--- src/isoline_cell_segment_extractor_assert.svh ---
// Assertion macros used by the extractor's top-level RTL.
`ifndef ISOLINE_CELL_SEGMENT_EXTRACTOR_ASSERT_SVH
`define ISOLINE_CELL_SEGMENT_EXTRACTOR_ASSERT_SVH

// The condition must never hold at a clock edge outside reset.
`define ICSE_ASSERT_NEVER(lbl, cond, msg) \
	lbl: assert property (@(posedge clk) disable iff (!arst_n) !(cond)) else $error(msg);

// When the antecedent holds, the consequent must hold in the next cycle.
`define ICSE_ASSERT_NEXT(lbl, ante, cons, msg) \
	lbl: assert property (@(posedge clk) disable iff (!arst_n) (ante) |=> (cons)) \
		else $error(msg);

`endif

--- src/icse_pkg.sv ---
// ----------------------------------------------------------------------------
// icse_pkg
// Types, constants and helper functions of the isoline cell segment extractor.
// ----------------------------------------------------------------------------
package icse_pkg;

	localparam int MAX_CELLS   = 4096;
	localparam int HEIGHT_BITS = 16;
	localparam int LVL_W       = 24;
	localparam int LEN_W       = 16;
	localparam int COORD_W     = 28;
	localparam int DIV_STEPS   = LEN_W;
	localparam int Q_DEPTH     = 4;
	localparam int Q_AW        = $clog2(Q_DEPTH);

	localparam logic [11:0] LAST_CELL = 12'(MAX_CELLS - 1);

	localparam logic [3:0] CASE_NONE_LO  = 4'd0;
	localparam logic [3:0] CASE_NONE_HI  = 4'd15;
	localparam logic [3:0] CASE_SADDLE_A = 4'd5;
	localparam logic [3:0] CASE_SADDLE_B = 4'd10;

	// Register byte addresses on the configuration port.
	localparam logic [3:0] ADDR_LEVEL  = 4'h0;
	localparam logic [3:0] ADDR_WIDTH  = 4'h4;
	localparam logic [3:0] ADDR_HEIGHT = 4'h8;

	typedef enum logic [1:0] {PT_B = 2'd0, PT_R = 2'd1, PT_T = 2'd2, PT_L = 2'd3} pt_e;

	// Per case code: first segment start/end, then second segment start/end.
	localparam logic [7:0] SEG_TABLE [16] = '{
		8'h00,
		{PT_L, PT_B, PT_B, PT_B},
		{PT_B, PT_R, PT_B, PT_B},
		{PT_L, PT_R, PT_B, PT_B},
		{PT_R, PT_T, PT_B, PT_B},
		{PT_R, PT_B, PT_L, PT_T},
		{PT_B, PT_T, PT_B, PT_B},
		{PT_L, PT_T, PT_B, PT_B},
		{PT_T, PT_L, PT_B, PT_B},
		{PT_T, PT_B, PT_B, PT_B},
		{PT_B, PT_L, PT_T, PT_R},
		{PT_T, PT_R, PT_B, PT_B},
		{PT_R, PT_L, PT_B, PT_B},
		{PT_R, PT_B, PT_B, PT_B},
		{PT_B, PT_L, PT_B, PT_B},
		8'h00
	};

	typedef struct packed {
		logic [15:0] corner_bottom_left;
		logic [15:0] corner_bottom_right;
		logic [15:0] corner_top_right;
		logic [15:0] corner_top_left;
		logic [11:0] cell_col;
		logic [11:0] cell_row;
	} cell_in_t;

	typedef struct packed {
		logic [COORD_W-1:0] start_x;
		logic [COORD_W-1:0] start_y;
		logic [COORD_W-1:0] end_x;
		logic [COORD_W-1:0] end_y;
		logic [3:0]         case_code;
		logic               last_segment;
	} seg_out_t;

	typedef struct packed {
		logic [LVL_W-1:0] level;
		logic [LEN_W-1:0] width;
		logic [LEN_W-1:0] height;
	} cfg_t;

	// One edge lane of the restoring divider.
	typedef struct packed {
		logic [LVL_W-1:0] rem;
		logic [LEN_W-1:0] lo;
		logic [LEN_W-1:0] quo;
		logic [LVL_W-1:0] den;
		logic             sat;
		logic             zero;
	} lane_t;

	typedef struct packed {
		logic [3:0]         code;
		logic [COORD_W-1:0] ox;
		logic [COORD_W-1:0] oy;
		lane_t [3:0]        lane;
	} stage_t;

	// What the back end needs for one cell.
	typedef struct packed {
		logic [3:0]             code;
		logic [COORD_W-1:0]     ox;
		logic [COORD_W-1:0]     oy;
		logic [3:0][LEN_W-1:0]  off;
	} q_item_t;

	// One quotient bit of the restoring division.
	function automatic lane_t div_step(lane_t l);
		lane_t            n;
		logic [LVL_W:0]   r2;
		logic [LVL_W:0]   diff;
		n    = l;
		r2   = {l.rem, l.lo[LEN_W-1]};
		diff = r2 - {1'b0, l.den};
		n.lo = {l.lo[LEN_W-2:0], 1'b0};
		if (r2 >= {1'b0, l.den}) begin
			n.rem = diff[LVL_W-1:0];
			n.quo = {l.quo[LEN_W-2:0], 1'b1};
		end else begin
			n.rem = r2[LVL_W-1:0];
			n.quo = {l.quo[LEN_W-2:0], 1'b0};
		end
		return n;
	endfunction

	// Advances every lane of one divider stage by a quotient bit.
	function automatic stage_t stage_step(stage_t s);
		stage_t n;
		n = s;
		for (int e = 0; e < 4; e++) n.lane[e] = div_step(s.lane[e]);
		return n;
	endfunction

endpackage

--- src/icse_queue.sv ---
// ----------------------------------------------------------------------------
// icse_queue
// Short FIFO of interpolated cells between the front and back ends.
// ----------------------------------------------------------------------------
module icse_queue (
	input  logic              clk,
	input  logic              arst_n,
	input  logic              push,
	input  icse_pkg::q_item_t din,
	input  logic              pop,
	output icse_pkg::q_item_t head,
	output logic              full,
	output logic              empty
);
	import icse_pkg::*;

	q_item_t         mem_q [Q_DEPTH];
	logic [Q_AW-1:0] wr_q, rd_q;
	logic [Q_AW:0]   cnt_q;

	assign head  = mem_q[rd_q];
	assign full  = cnt_q == (Q_AW+1)'(Q_DEPTH);
	assign empty = cnt_q == '0;

	always_ff @(posedge clk or negedge arst_n) begin
		if (!arst_n) begin
			wr_q  <= '0;
			rd_q  <= '0;
			cnt_q <= '0;
		end else begin
			if (push) wr_q <= wr_q + 1'b1;
			if (pop)  rd_q <= rd_q + 1'b1;
			if (push && !pop)      cnt_q <= cnt_q + 1'b1;
			else if (pop && !push) cnt_q <= cnt_q - 1'b1;
		end
	end

	always_ff @(posedge clk) begin
		if (push) mem_q[wr_q] <= din;
	end

endmodule

--- config.mk ---
export PLATFORM = sky130hd
export DESIGN_NAME = icse_queue
export DESIGN_NICKNAME = d
export VERILOG_FILES = /design/src/isoline_cell_segment_extractor_assert.svh /design/src/icse_pkg.sv /design/src/icse_queue.sv
export SDC_FILE = /design/constraint.sdc
export NUM_CORES = 1
export LEC_CHECK = 0
export BUFFER_PORTS_ARGS = -buffer_cell sky130_fd_sc_hd__buf_2
export CAP_MARGIN = 20
export CORE_MARGIN = 5
export CORE_UTILIZATION = 36
export DETAILED_ROUTE_END_ITERATION = 7
export PLACE_DENSITY = 0.62
export SETUP_SLACK_MARGIN = 0.05
export SYNTH_ARGS = -nofsm -noshare
export SYNTH_HDL_FRONTEND = slang
export SYNTH_SLANG_ARGS = --single-unit
--- constraint.sdc ---
create_clock -name clk -period 6.3 [get_ports clk]
set_input_delay 0.945 -clock clk [delete_from_list [all_inputs] [get_ports clk]]
set_output_delay 0.945 -clock clk [all_outputs]
set_load 0.01 [all_outputs]
Word-level counts from Yosys, hierarchy flattened
Memory sizes are Yosys's and may differ from the RTL's.
Index checks and enable logic that the tools add are counted.
- flip-flop bits (word level): 7
- bits in latches: 0
- RAM bits: 496
- ROM bits: 0
- input bits: 128
- output and inout bits: 126
- logic and storage cells: 19
- memories: 1
- add/sub/neg operators: 4
- $mul: 0
- div/mod/pow operators: 0
- $lt $le $gt $ge: 0
- equality and inequality tests: 1
- shift-type cells: 0
- mux-type cells: 4
- bitwise operators: 0
- reduce and logical (&&, ||, !) cells: 6
- memories (memory ; words ; bits a word ; rd ports ; clocked after Yosys merged registers in ; wr ports ; line ; source):
    mem_q ; 4 ; 124 ; 1 ; 0 ; 1 ; icse_queue.sv:17 ; q_item_t mem_q [Q_DEPTH];
- operator list (cell ; count):
    $mux 3 ; 2
    $add 2x1->2 const B ; 2
    $add 3x1->3 const B ; 1
    $eq 3x3->1 const B ; 1
    $logic_not 3->1 ; 1
    $sub 3x1->3 const B ; 1
    $logic_and 1x1->1 ; 2
    $logic_not 1->1 ; 2
    $mux 1 ; 2
    $reduce_bool 2->1 ; 1

Depth between registers and ports, before layout
- depth after elaboration: 4
- depth in mapped cells: 7
- depth with buffers taken out: 7

Worst setup path after synthesis
Ideal clock, no wire load.
- kind: input port to flip-flop
- start point: in push
- end point: mem mem_q[1][0] (netlist name) (enable)
- library setup time: 0.497 ns
- data arrival time: 3.789 ns
- data required time: 5.803 ns
- slack: 2.014 ns
- stages: 1
- cells stage by stage: and2_1
- word-level cells in the longest chain between the ends: 2
- ends and longest elaborated chain (element ; line ; source):
    start: declaration ; icse_queue.sv:8 ; input logic push,
    $mux 1 ; icse_queue.sv:39 ; if (push) mem_q[wr_q] <= din;
    $mux 1 (not written as such) ; icse_queue.sv:39 ;
    end: declaration ; icse_queue.sv:17 ;
Every way passes these cells.

==> results.sh <==
export IMPL_critical_path_endpoint_type="output pin"
export IMPL_synth_largest_type_area_fraction=0.816
export IMPL_max_slew_margin=0.341
export IMPL_track_usage=0.126
export IMPL_achievable_frequency_mhz=259
export IMPL_cts_hold_buf=0
export IMPL_core_area_sq_um=50200
export IMPL_netSwitchingPower_mw=2.96
export IMPL_power_switching_share=0.286
export IMPL_synth_cell_area_sq_um=18300
export IMPL_yosysUniqueCellTypes=19
export IMPL_cp_cell_sequence="buf_12 > mux4_2 > buf_2"
export IMPL_int_power_mw=7.39
export IMPL_timing_final_setup_violations=0
export IMPL_post_route_cells_drive_above_1_share=0.462
export IMPL_synth_fp_nets=816
export IMPL_p_leak_nw=7.41
export IMPL_detail_route_vias_per_cell=4.82
export IMPL_cts_max_path_buffers=3
export IMPL_crit_buf_inv=2
export IMPL_final_max_slew_viol_count=0
export IMPL_max_vdd_ir_drop_uv=357
export IMPL_number_of_antenna_violations_at_the_first_check_in_global_routing=4
export IMPL_final_period_minus_worst_setup_slack_ns=3.85
export IMPL_setup_worst_path_class="flip-flop to output pin"
export IMPL_grt_max_degree=67
export IMPL_grt_pass1_vias=8675
export IMPL_grt_first_pass_wirelength_um=54300
export IMPL_fin_tns_setup_ns=0
export IMPL_drc=0
export IMPL_synth_yosys_seq_area_share=0.826
export IMPL_die_area_sq_um=55300
export IMPL_post_cts_resized=0
export IMPL_crit_path_top_delay_cell="dfrtp_4"
export IMPL_insertion_delay_ns=0.57
export IMPL_clock_power_share=0.285
export IMPL_timing_worst_slew_pin_value_ns=0.988
export IMPL_critical_path_max_fanout=60
export IMPL_area_growth_syn_to_layout_pct=20.4
export IMPL_fin_util=0.438
export IMPL_stdcell_count=1688
export IMPL_tritoncts_num_sinks=503
export IMPL_dr_first_iter_drc_count=490
export IMPL_crit_required_ns=5.35
export IMPL_whs_ns=0.201
export IMPL_cts_buffers_inserted=51
export IMPL_worstSetupStartpointType="flip-flop"
export IMPL_max_cap_viol_count=0
export IMPL_timing_critical_path_slowest_cell_delay_ns=0.93
export IMPL_design_area_sq_um=22000
export IMPL_fp_dieH_um=235
export IMPL_clock_skew_final_ns=0.0147
export IMPL_globalplace_congestion=0.676
export IMPL_post_detailed_placement_cell_area_sq_um=20300
export IMPL_cts_setup_buffers=0
export IMPL_seqPwrFrac=0.451
export IMPL_dp_hpwl_um=21300
export IMPL_synth_yosys_warnings=0
export IMPL_synth_instances=682
export IMPL_rows=82
export IMPL_path_clk_slew_ns=0.06
export IMPL_postRouteAntennaNets=0
export IMPL_wire_per_inst_um=21.1
export IMPL_outcome="complete, no violations"
export IMPL_h_tree_depth=2
export IMPL_powerDensity_nw_per_um2=471
export IMPL_num_nets_final=1106
export IMPL_cts_tree="yes"
export IMPL_post_synth_cell_area_avg_sq_um=26.8
export IMPL_comb_power_share=0.264
export IMPL_place_inst=1591
export IMPL_gate_family_responsible_for_the_most_delay_along_the_worst_path="flip-flops"
export IMPL_floorplan_die_width_um=235
export IMPL_detail_route_wirelength_um=35700
export IMPL_top_level_ports=254
export IMPL_final_min_period_over_clock_period=0.612
export IMPL_port_buffers=253
export IMPL_worstPathArrival_ns=2.91
export IMPL_synth_ff_latch_count=503
export IMPL_ctsRootBufferMaster="clkbuf_16"
export IMPL_rsz_0062_raised_after_global_routing="false"
export IMPL_netlist_top_cells_area="edfxtp_1, mux4_2, dfrtp_1, buf_2, buf_6"
export IMPL_hold_violations=0
export IMPL_initial_core_util=0.364
export IMPL_worstHoldPathType="input pin to asynchronous set/reset pin"
export IMPL_grt_overflow_total=0
export IMPL_drt_pass1_iterations=5
export IMPL_detailroute_via_count=8143
export IMPL_synth_top_cell_by_area="edfxtp_1"
## cell type report
cell class,count,area (sq um)
clock inverters,36,303
diodes,2,5.00
flip-flops and latches,503,15100
well taps,672,841
clock buffers,59,1350
fillers,4279,28200
repair buffers,265,1380
inverters,4,15.0
multi-input cells,147,3000
## cell families (layout without fill, tap and decap cells)
kind of cell               after synthesis  count (layout)  synth area share
muxes                                  125             125             0.154
adders and majority gates                6               6           0.00452
AOI/OAI and AO/OA                        1               1          0.000274
DFF                                    503             503             0.826
xor gates and xnor gates                 6               6           0.00288
other                                    0               2                 0
and+or+nand+nor                          9               9           0.00267
buffers and inverters                   32             364            0.0103
## through the flow
stage	total power [mW]	setup WS [ns]
6_report	10.4	2.45
5_1_grt	10.9	2.19
4_1_cts	10.6	2.33
3_5_place_dp	7.59	2.96
3_3_place_gp	7.55	2.97
2_1_floorplan	6.50	2.01
## sequential cells by signal, indices dropped and copies added, names as in the netlist
name / flops
wr_q: 2
cnt_q: 3
rd_q: 2
mem_q: 496
## cell usage in the layout, fill, tap and decap left out, drive strengths merged, types with 5 or more instances in the layout
| cell | n |
|---|---|
| inv | 5 |
| dfrtp | 7 |
| clkinv | 27 |
| edfxtp | 496 |
| buf | 265 |
| clkbuf | 59 |
| bufinv | 5 |
| mux4 | 124 |
| ha | 5 |
## worst reg2reg max path, cell delays in order, from the launching register on
cell	delay (ns)
dfrtp_1	0.43
inv_1	0.11
ha_1	0.14
and2_4	0.45
buf_4	0.69
## layer usage
layer | track usage | wire (um)
met2 | 0.201 | 17500
met3 | 0.0315 | 2140
met1 | 0.172 | 15200
met4 | 0.0418 | 822
met5 | 0 | 25
## power by group through the flow
| stage | sequential, mW | clock, mW | combinational (mW) |
|---|---|---|---|
| after detailed placement | 4.76 | 0 | 2.83 |
| after global routing | 4.74 | 3.19 | 2.95 |
| after floorplan | 4.60 | 0 | 1.90 |
| after global placement | 4.73 | 0 | 2.82 |
| final | 4.67 | 2.95 | 2.73 |
| after CTS | 4.69 | 3.04 | 2.84 |
## Yosys cell counts, drive strengths merged
cell      n
mux2      1
nor2      1
dfrtp     7
o21ai     1
nor3      1
clkbuf    6
buf      22
mux4    124
xnor2     2
and2      4
fa        1
nor3b     1
nand2     2
xor2      4
edfxtp  496
ha        5
inv       4
## worst paths after layout
check                               from            to  slack (ns)  cells after the start
worst min-delay path              arst_n      cnt_q[0]        0.20                      1
worst max register to register   wr_q[0]  mem_q[0][75]        3.97                      4
min in group clk                cnt_q[2]      cnt_q[2]        0.51                      1
worst max-delay path             rd_q[0]     head[108]        2.45                      3
worst min register to register  cnt_q[2]      cnt_q[2]        0.51                      1
max in group asynchronous         arst_n       rd_q[0]        5.91                      1
Power figures use the tool's default switching activity.
