`config.mk`:
```
export PLATFORM = sky130hd
export DESIGN_NAME = icse_back
export DESIGN_NICKNAME = d
export VERILOG_FILES = /design/src/isoline_cell_segment_extractor_assert.svh /design/src/icse_pkg.sv /design/src/icse_back.sv
export SDC_FILE = /design/constraint.sdc
export NUM_CORES = 1
export LEC_CHECK = 0
export CAP_MARGIN = 20
export CORE_ASPECT_RATIO = 0.9
export CORE_MARGIN = 2
export CORE_UTILIZATION = 55
export DETAILED_ROUTE_END_ITERATION = 8
export DONT_BUFFER_PORTS = 1
export PLACE_DENSITY = 0.76
export SKIP_CTS_REPAIR_TIMING = 1
export SLEW_MARGIN = 20
export SYNTH_ARGS = -nofsm -noshare
export SYNTH_HDL_FRONTEND = slang
export SYNTH_SLANG_ARGS = --single-unit
```
`constraint.sdc`:
```
create_clock -name clk -period 6 [get_ports clk]
set_clock_uncertainty 0.2 [all_clocks]
set_input_delay 1.2 -clock clk [delete_from_list [all_inputs] [get_ports clk]]
set_output_delay 1.2 -clock clk [all_outputs]
set_load 0.05 [all_outputs]
```
`src/isoline_cell_segment_extractor_assert.svh`:
```
// Assertion macros used by the extractor's top-level RTL.
`ifndef ISOLINE_CELL_SEGMENT_EXTRACTOR_ASSERT_SVH
`define ISOLINE_CELL_SEGMENT_EXTRACTOR_ASSERT_SVH

// The condition must never hold at a clock edge outside reset.
`define ICSE_ASSERT_NEVER(lbl, cond, msg) \
	lbl: assert property (@(posedge clk) disable iff (!arst_n) !(cond)) else $error(msg);

// When the antecedent holds, the consequent must hold in the next cycle.
`define ICSE_ASSERT_NEXT(lbl, ante, cons, msg) \
	lbl: assert property (@(posedge clk) disable iff (!arst_n) (ante) |=> (cons)) \
		else $error(msg);

`endif

```
`src/icse_pkg.sv`:
```
// ----------------------------------------------------------------------------
// icse_pkg
// Types, constants and helper functions of the isoline cell segment extractor.
// ----------------------------------------------------------------------------
package icse_pkg;

	localparam int MAX_CELLS   = 4096;
	localparam int HEIGHT_BITS = 16;
	localparam int LVL_W       = 24;
	localparam int LEN_W       = 16;
	localparam int COORD_W     = 28;
	localparam int DIV_STEPS   = LEN_W;
	localparam int Q_DEPTH     = 4;
	localparam int Q_AW        = $clog2(Q_DEPTH);

	localparam logic [11:0] LAST_CELL = 12'(MAX_CELLS - 1);

	localparam logic [3:0] CASE_NONE_LO  = 4'd0;
	localparam logic [3:0] CASE_NONE_HI  = 4'd15;
	localparam logic [3:0] CASE_SADDLE_A = 4'd5;
	localparam logic [3:0] CASE_SADDLE_B = 4'd10;

	// Register byte addresses on the configuration port.
	localparam logic [3:0] ADDR_LEVEL  = 4'h0;
	localparam logic [3:0] ADDR_WIDTH  = 4'h4;
	localparam logic [3:0] ADDR_HEIGHT = 4'h8;

	typedef enum logic [1:0] {PT_B = 2'd0, PT_R = 2'd1, PT_T = 2'd2, PT_L = 2'd3} pt_e;

	// Per case code: first segment start/end, then second segment start/end.
	localparam logic [7:0] SEG_TABLE [16] = '{
		8'h00,
		{PT_L, PT_B, PT_B, PT_B},
		{PT_B, PT_R, PT_B, PT_B},
		{PT_L, PT_R, PT_B, PT_B},
		{PT_R, PT_T, PT_B, PT_B},
		{PT_R, PT_B, PT_L, PT_T},
		{PT_B, PT_T, PT_B, PT_B},
		{PT_L, PT_T, PT_B, PT_B},
		{PT_T, PT_L, PT_B, PT_B},
		{PT_T, PT_B, PT_B, PT_B},
		{PT_B, PT_L, PT_T, PT_R},
		{PT_T, PT_R, PT_B, PT_B},
		{PT_R, PT_L, PT_B, PT_B},
		{PT_R, PT_B, PT_B, PT_B},
		{PT_B, PT_L, PT_B, PT_B},
		8'h00
	};

	typedef struct packed {
		logic [15:0] corner_bottom_left;
		logic [15:0] corner_bottom_right;
		logic [15:0] corner_top_right;
		logic [15:0] corner_top_left;
		logic [11:0] cell_col;
		logic [11:0] cell_row;
	} cell_in_t;

	typedef struct packed {
		logic [COORD_W-1:0] start_x;
		logic [COORD_W-1:0] start_y;
		logic [COORD_W-1:0] end_x;
		logic [COORD_W-1:0] end_y;
		logic [3:0]         case_code;
		logic               last_segment;
	} seg_out_t;

	typedef struct packed {
		logic [LVL_W-1:0] level;
		logic [LEN_W-1:0] width;
		logic [LEN_W-1:0] height;
	} cfg_t;

	// One edge lane of the restoring divider.
	typedef struct packed {
		logic [LVL_W-1:0] rem;
		logic [LEN_W-1:0] lo;
		logic [LEN_W-1:0] quo;
		logic [LVL_W-1:0] den;
		logic             sat;
		logic             zero;
	} lane_t;

	typedef struct packed {
		logic [3:0]         code;
		logic [COORD_W-1:0] ox;
		logic [COORD_W-1:0] oy;
		lane_t [3:0]        lane;
	} stage_t;

	// What the back end needs for one cell.
	typedef struct packed {
		logic [3:0]             code;
		logic [COORD_W-1:0]     ox;
		logic [COORD_W-1:0]     oy;
		logic [3:0][LEN_W-1:0]  off;
	} q_item_t;

	// One quotient bit of the restoring division.
	function automatic lane_t div_step(lane_t l);
		lane_t            n;
		logic [LVL_W:0]   r2;
		logic [LVL_W:0]   diff;
		n    = l;
		r2   = {l.rem, l.lo[LEN_W-1]};
		diff = r2 - {1'b0, l.den};
		n.lo = {l.lo[LEN_W-2:0], 1'b0};
		if (r2 >= {1'b0, l.den}) begin
			n.rem = diff[LVL_W-1:0];
			n.quo = {l.quo[LEN_W-2:0], 1'b1};
		end else begin
			n.rem = r2[LVL_W-1:0];
			n.quo = {l.quo[LEN_W-2:0], 1'b0};
		end
		return n;
	endfunction

	// Advances every lane of one divider stage by a quotient bit.
	function automatic stage_t stage_step(stage_t s);
		stage_t n;
		n = s;
		for (int e = 0; e < 4; e++) n.lane[e] = div_step(s.lane[e]);
		return n;
	endfunction

endpackage

```
`src/icse_back.sv`:
```
// ----------------------------------------------------------------------------
// icse_back
// Turns a queued cell into one or two segments, one per cycle.
// ----------------------------------------------------------------------------
module icse_back (
	input  logic              clk,
	input  logic              arst_n,
	input  icse_pkg::q_item_t head,
	input  logic              empty,
	input  icse_pkg::cfg_t    cfg,
	output logic              pop,
	output logic              done,
	output icse_pkg::seg_out_t result
);
	import icse_pkg::*;

	logic               k_q;
	logic               done_q;
	seg_out_t           res_q;
	logic               two;
	logic               last;
	logic [7:0]         ent;
	logic [1:0]         p0, p1;
	logic [3:0][LEN_W-1:0] px, py;

	always_comb begin
		two  = head.code == CASE_SADDLE_A || head.code == CASE_SADDLE_B;
		last = !two || k_q;
		pop  = !empty && last;
		ent  = SEG_TABLE[head.code];
		p0   = k_q ? ent[3:2] : ent[7:6];
		p1   = k_q ? ent[1:0] : ent[5:4];
		px[PT_B] = head.off[PT_B];
		py[PT_B] = '0;
		px[PT_R] = cfg.width;
		py[PT_R] = head.off[PT_R];
		px[PT_T] = head.off[PT_T];
		py[PT_T] = cfg.height;
		px[PT_L] = '0;
		py[PT_L] = head.off[PT_L];
	end

	always_ff @(posedge clk or negedge arst_n) begin
		if (!arst_n) begin
			k_q    <= 1'b0;
			done_q <= 1'b0;
		end else begin
			done_q <= !empty;
			k_q    <= !empty && !last;
		end
	end

	always_ff @(posedge clk) begin
		if (!empty) begin
			res_q.start_x      <= head.ox + COORD_W'(px[p0]);
			res_q.start_y      <= head.oy + COORD_W'(py[p0]);
			res_q.end_x        <= head.ox + COORD_W'(px[p1]);
			res_q.end_y        <= head.oy + COORD_W'(py[p1]);
			res_q.case_code    <= head.code;
			res_q.last_segment <= last;
		end
	end

	assign done   = done_q;
	assign result = res_q;

endmodule

```
== Yosys cells after proc, flatten, opt, wreduce, memory -nomap -nowiden ==
Memory sizes are Yosys's and may differ from the RTL's.
Index checks and enable logic that the tools add are counted.

* Register bits after elaboration: 119
* ROM bits: 128
* Input port bits: 183
* Logic and storage cells: 38
* Memories: 1

{| class="wikitable"
|+ Memories
! memory !! words !! bits a word !! rd ports !! clocked after memory_dff !! write ports !! RTL line !! source
|-
| (no name shown) || 16 || 8 || 1 || 0 || 0 || icse_back.sv:30 || <nowiki>ent = SEG_TABLE[head.code];</nowiki>
|}

* Add/sub/neg operators: 4
* $lt $le $gt $ge: 3
* Equality and inequality tests: 2
* Muxes and demuxes: 12
* Bitwise logic cells: 1
* Reduce and logical (&&, ||, !) cells: 7

{| class="wikitable"
|+ Operators with widths
! cell !! count
|-
| binary-select mux 16 bit (select 2 bit) || 4
|-
| adder 28 x 16 -> 28 bit || 4
|-
| 2-to-1 mux 16 bit || 4
|-
| 2-to-1 mux 8 bit || 2
|-
| less-than comparator 2 x 3 -> 1 bit, second input constant || 2
|-
| greater-or-equal comparator 5 bit, second input constant || 1
|-
| inverter 4 -> 5 bit || 1
|-
| == test 4 x 3 -> 1 bit, second input constant || 1
|-
| == test 4 bit, second input constant || 1
|-
| 2-to-1 mux 2 bit || 2
|-
| zero test 1 bit || 3
|-
| logical AND 1 bit || 2
|-
| logical OR 1 bit || 2
|}

== Depth between registers and ports, before layout ==
* Word-level depth: 8
* Depth in mapped cells: 17
* Mapped depth without buffers: 15

== Worst setup path before layout ==
OpenSTA, ideal clock, no wires.

* Kind: input to output
* Start point: in empty
* End point: out pop
* Arrival time: 4.153 ns
* Data required time: 4.600 ns
* Path slack: 0.447 ns
* Stages on the path: 2
* Buffers on the path: 0
* Path through: inv_1 and2_1

* Cells in the longest elaborated chain, start to end: 2

{| class="wikitable"
|+ Ends and longest elaborated chain
! what !! RTL line !! source
|-
| start: declaration || icse_back.sv:9 || <nowiki>input logic empty,</nowiki>
|-
| zero test 1 bit || -- ||
|-
| logical AND 1 bit || icse_back.sv:29 || <nowiki>pop = !empty && last;</nowiki>
|-
| end: declaration || icse_back.sv:11 || <nowiki>output logic pop,</nowiki>
|}

No other way between the ends.

== Final worst setup path ==
* Start point: in head[121] (netlist bit)
* End point: reg res_q, in the netlist result[107] (data pin)

* Cells in the longest elaborated chain, start to end: 8

{| class="wikitable"
|+ Ends and longest elaborated chain
! what !! RTL line !! source
|-
| start: declaration || icse_back.sv:8 || <nowiki>input icse_pkg::q_item_t head,</nowiki>
|-
| inverter 4 -> 5 bit (implied by the code) || icse_back.sv:30 ||
|-
| memory (16 x 8 bit) || -- ||
|-
| 2-to-1 mux 8 bit (implied by the code) (2 in series) || icse_back.sv:30 ||
|-
| 2-to-1 mux 2 bit || icse_back.sv:31 || <nowiki>p0 = k_q ? ent[3:2] : ent[7:6];</nowiki>
|-
| binary-select mux 16 bit (select 2 bit) || icse_back.sv:55 || <nowiki>res_q.start_x <= head.ox + COORD_W'(px[p0]);</nowiki>
|-
| 2-to-1 mux 16 bit (implied by the code) || icse_back.sv:55 ||
|-
| adder 28 x 16 -> 28 bit || icse_back.sv:55 ||
|-
| end: declaration || icse_back.sv:19 || <nowiki>seg_out_t res_q;</nowiki>
|}

No other way between the ends. The select of a mux whose other input is x is not followed.
A chain may end at the register's enable or synchronous reset.

==> flow_metrics.py <==
metrics = {
    "finish": {
        "nFillCells": 1351,
        "nNetsFinal": 1188,
        "insertedDiodeCount": 0,
        "fin_util_pct": 61.1,
        "final_common_cell": "edfxtp_1",
        "final_cells": 1156,
        "final_area_mm2": 0.00985,
        "area_growth_pct": 8.67,
        "layout_common_cells": "edfxtp_1 (117), nand2_1 (107), o21ai_1 (103)",
        "drive_above_1_share_pct": 5.90,
    },
    "timing": {
        "max_slew_margin_pct": 31.3,
        "hold_ws_ns": 0.285,
        "setup_violations": 0,
        "fin_crit_sh_pct": 78.0,
        "finalSetupTns_ns": 0,
        "worst_slew_pin_slew_ns": 1.03,
        "rsz0062_at_grt": "false",
        "final_hold_viol_count": 0,
        "max_freq_mhz": 214,
        "drv_slew": 0,
        "final.min_clock_period_ns": 4.68,
    },
    "clock_network": {
        "cts-root-buf": "clkbuf_16",
        "clock_path_buffers": 2,
        "tritoncts": "done",
        "h-tree-depth": 4,
        "path_clk_slew_ns": 0.05,
        "clock_sinks": 119,
        "numCtsBuffers": 17,
        "clk_latency_ns": 0.40,
    },
    "synth": {
        "ys_seq_elements": 119,
        "ys_types": 64,
        "synthArstFlopShare_pct": 1.68,
        "synth_fp_nets": 1188,
        "yosysWarningCount": 0,
        "synth_ff_type": "edfxtp_1",
        "synth_edf_count": 117,
        "synthTopCellsByArea": "edfxtp_1 (39%), ha_1 (9.0%), mux2i_1 (7.2%)",
        "synth-seq-area-share_pct": 39.3,
        "synth_cells": 936,
        "syn_avg_cell_area_um2": 9.69,
        "syn_area_mm2": 0.00907,
        "yosysTopAreaCell": "edfxtp_1",
        "synth_top_area_share_pct": 38.7,
    },
    "worst_setup_path": {
        "required_ns": 5.96,
        "ff2ff_path_depth": 14,
        "reg2reg_from": "k_q$_DFF_PN0_",
        "cp.arrival_ns": 4.63,
        "start_kind": "input pin",
        "critPathKind": "in -> reg",
        "critPathMaxFanout": 19,
        "crit_path_end_kind": "register",
        "r2r_slack_ns": 1.58,
        "r2r_end": "result[107]$_DFFE_PN_",
    },
    "grt": {
        "grt_pass1_vias": 6934,
        "grt_pass1_wl_um": 37700,
        "grt_max_degree": 82,
        "antenna_found_initial": 0,
        "grt_usage_pct": 27.6,
        "overflow": 0,
    },
    "floorplanning": {
        "start_util_pct": 56.2,
        "coreArea_mm2": 0.0161,
        "die-width_um": 139,
        "boundaryPins": 302,
        "rows": 44,
        "die_area_mm2": 0.0175,
        "die-height_um": 126,
    },
    "placement": {
        "dp_cells": 1124,
        "gp_congestion": 0.911,
        "place_hpwl_um": 18800,
        "placed_area_mm2": 0.00929,
        "port_buffers": 0,
    },
    "power_and_ir_drop": {
        "p_switching_w": 0.00130,
        "intPower_w": 0.00204,
        "leakage_nw": 3.90,
        "pwr-share-seq_pct": 47.0,
        "powerDensity_mw_per_mm2": 339,
        "ir_drop_uv": 215,
        "clkPwrFrac_pct": 29.4,
        "pwr-share-comb_pct": 23.6,
        "switching_share_pct": 39.0,
    },
    "job": {
        "cap_violations": 0,
    },
    "detailed_routing": {
        "wl_um": 24800,
        "drtIter0Drc": 790,
        "wl_per_cell_um": 21.5,
        "vias": 7333,
        "viasPerCell": 6.34,
        "drtPass1Iterations": 6,
        "route.antenna.remaining_nets": 0,
        "drc": 0,
    },
    "min_path": {
        "hp-class": "in -> async",
    },
    "run_status": {
        "outcome": "finished clean",
    },
}
-- synthesized netlist by cell type (all sizes together), types with 12 or more instances --
| library cell | n |
|---|---|
| nand2 | 107 |
| xnor2 | 66 |
| ha | 65 |
| nand3 | 19 |
| mux2i | 65 |
| a21oi | 65 |
| clkbuf | 14 |
| edfxtp | 117 |
| nor2 | 55 |
| o21ai | 124 |
| inv | 25 |
| xor2 | 34 |
| buf | 14 |
| a21o | 19 |
| a31oi | 12 |
-- worst max-delay path, cell delays in order --
cell      delay, ns
nand2b_1       0.18
inv_1          0.07
a21oi_1        0.15
o22a_2         0.48
buf_4          0.39
mux2i_1        0.22
o21ai_1        0.10
ha_1           0.40
o211a_1        0.17
o31a_1         0.19
o21ai_1        0.15
a211oi_2       0.56
o211ai_1       0.20
xnor2_1        0.16
-- kinds of logic after synthesis --
| kind of cell | Yosys count | share of synthesized area, % |
|---|---|---|
| AO/OA/AOI/OAI | 277 | 18.4 |
| AND/OR/NAND/NOR | 253 | 13.1 |
| flip-flops | 119 | 39.3 |
| XOR/XNOR | 100 | 9.66 |
| adder cells (fa/ha/maj) | 69 | 9.85 |
| multiplexers | 65 | 7.18 |
| buffers and inverters | 53 | 2.51 |
-- routing by layer --
layer  up-vias  GRT usage [%]  wire (µm)  share of wire, %
met3        39           9.24       2860                12
li1       3481              -          -                 -
met1      3413           37.0      10300                42
met2       400           43.8      11300                46
met4         0           6.65        321               1.3
met5         -              0          0                 0
-- stage by stage --
step	worst slack [ns]	power (W)
floorplan	0.447	0.00217
global route	1.06	0.00348
detailed placement	0.935	0.00236
CTS	1.35	0.00334
finish	1.32	0.00334
global placement	0.989	0.00234
-- layout make-up --
type / instances / area, µm² / area share (%)
clock inverters: 9 / 106 / 1.08
inverters: 25 / 96.3 / 0.978
well taps: 207 / 259 / 2.63
flip-flops and latches: 119 / 3560 / 36.2
multi-input cells: 764 / 5290 / 53.7
clock buffers: 23 / 458 / 4.65
repair buffers: 9 / 80.1 / 0.813
-- state kept, by name, indices dropped and copies added (netlist names) --
signal,cells
k_q,1
result,117
done,1
-- worst max path at each step --
| stage | start | to | slack [ns] | depth (start not counted) |
|---|---|---|---|---|
| after floorplan | empty | pop | 0.45 | 2 |
| after global placement | head[121] | result[107]$_DFFE_PN_ | 0.99 | 14 |
| after detailed placement | head[121] | result[107]$_DFFE_PN_ | 0.93 | 14 |
| after CTS | head[121] | result[107]$_DFFE_PN_ | 1.35 | 14 |
| after global routing | head[121] | result[107]$_DFFE_PN_ | 1.06 | 14 |
| final | head[121] | result[107]$_DFFE_PN_ | 1.32 | 14 |
-- power by group through the flow --
stage	sequential, W	clock [W]	combinational, W
after detailed placement	0.00158	0	0.000774
after CTS	0.00157	0.000994	0.000780
after floorplan	0.00155	0	0.000614
after global routing	0.00158	0.00103	0.000871
after global placement	0.00158	0	0.000755
final	0.00157	0.000981	0.000789
Power figures use the tool's default switching activity.
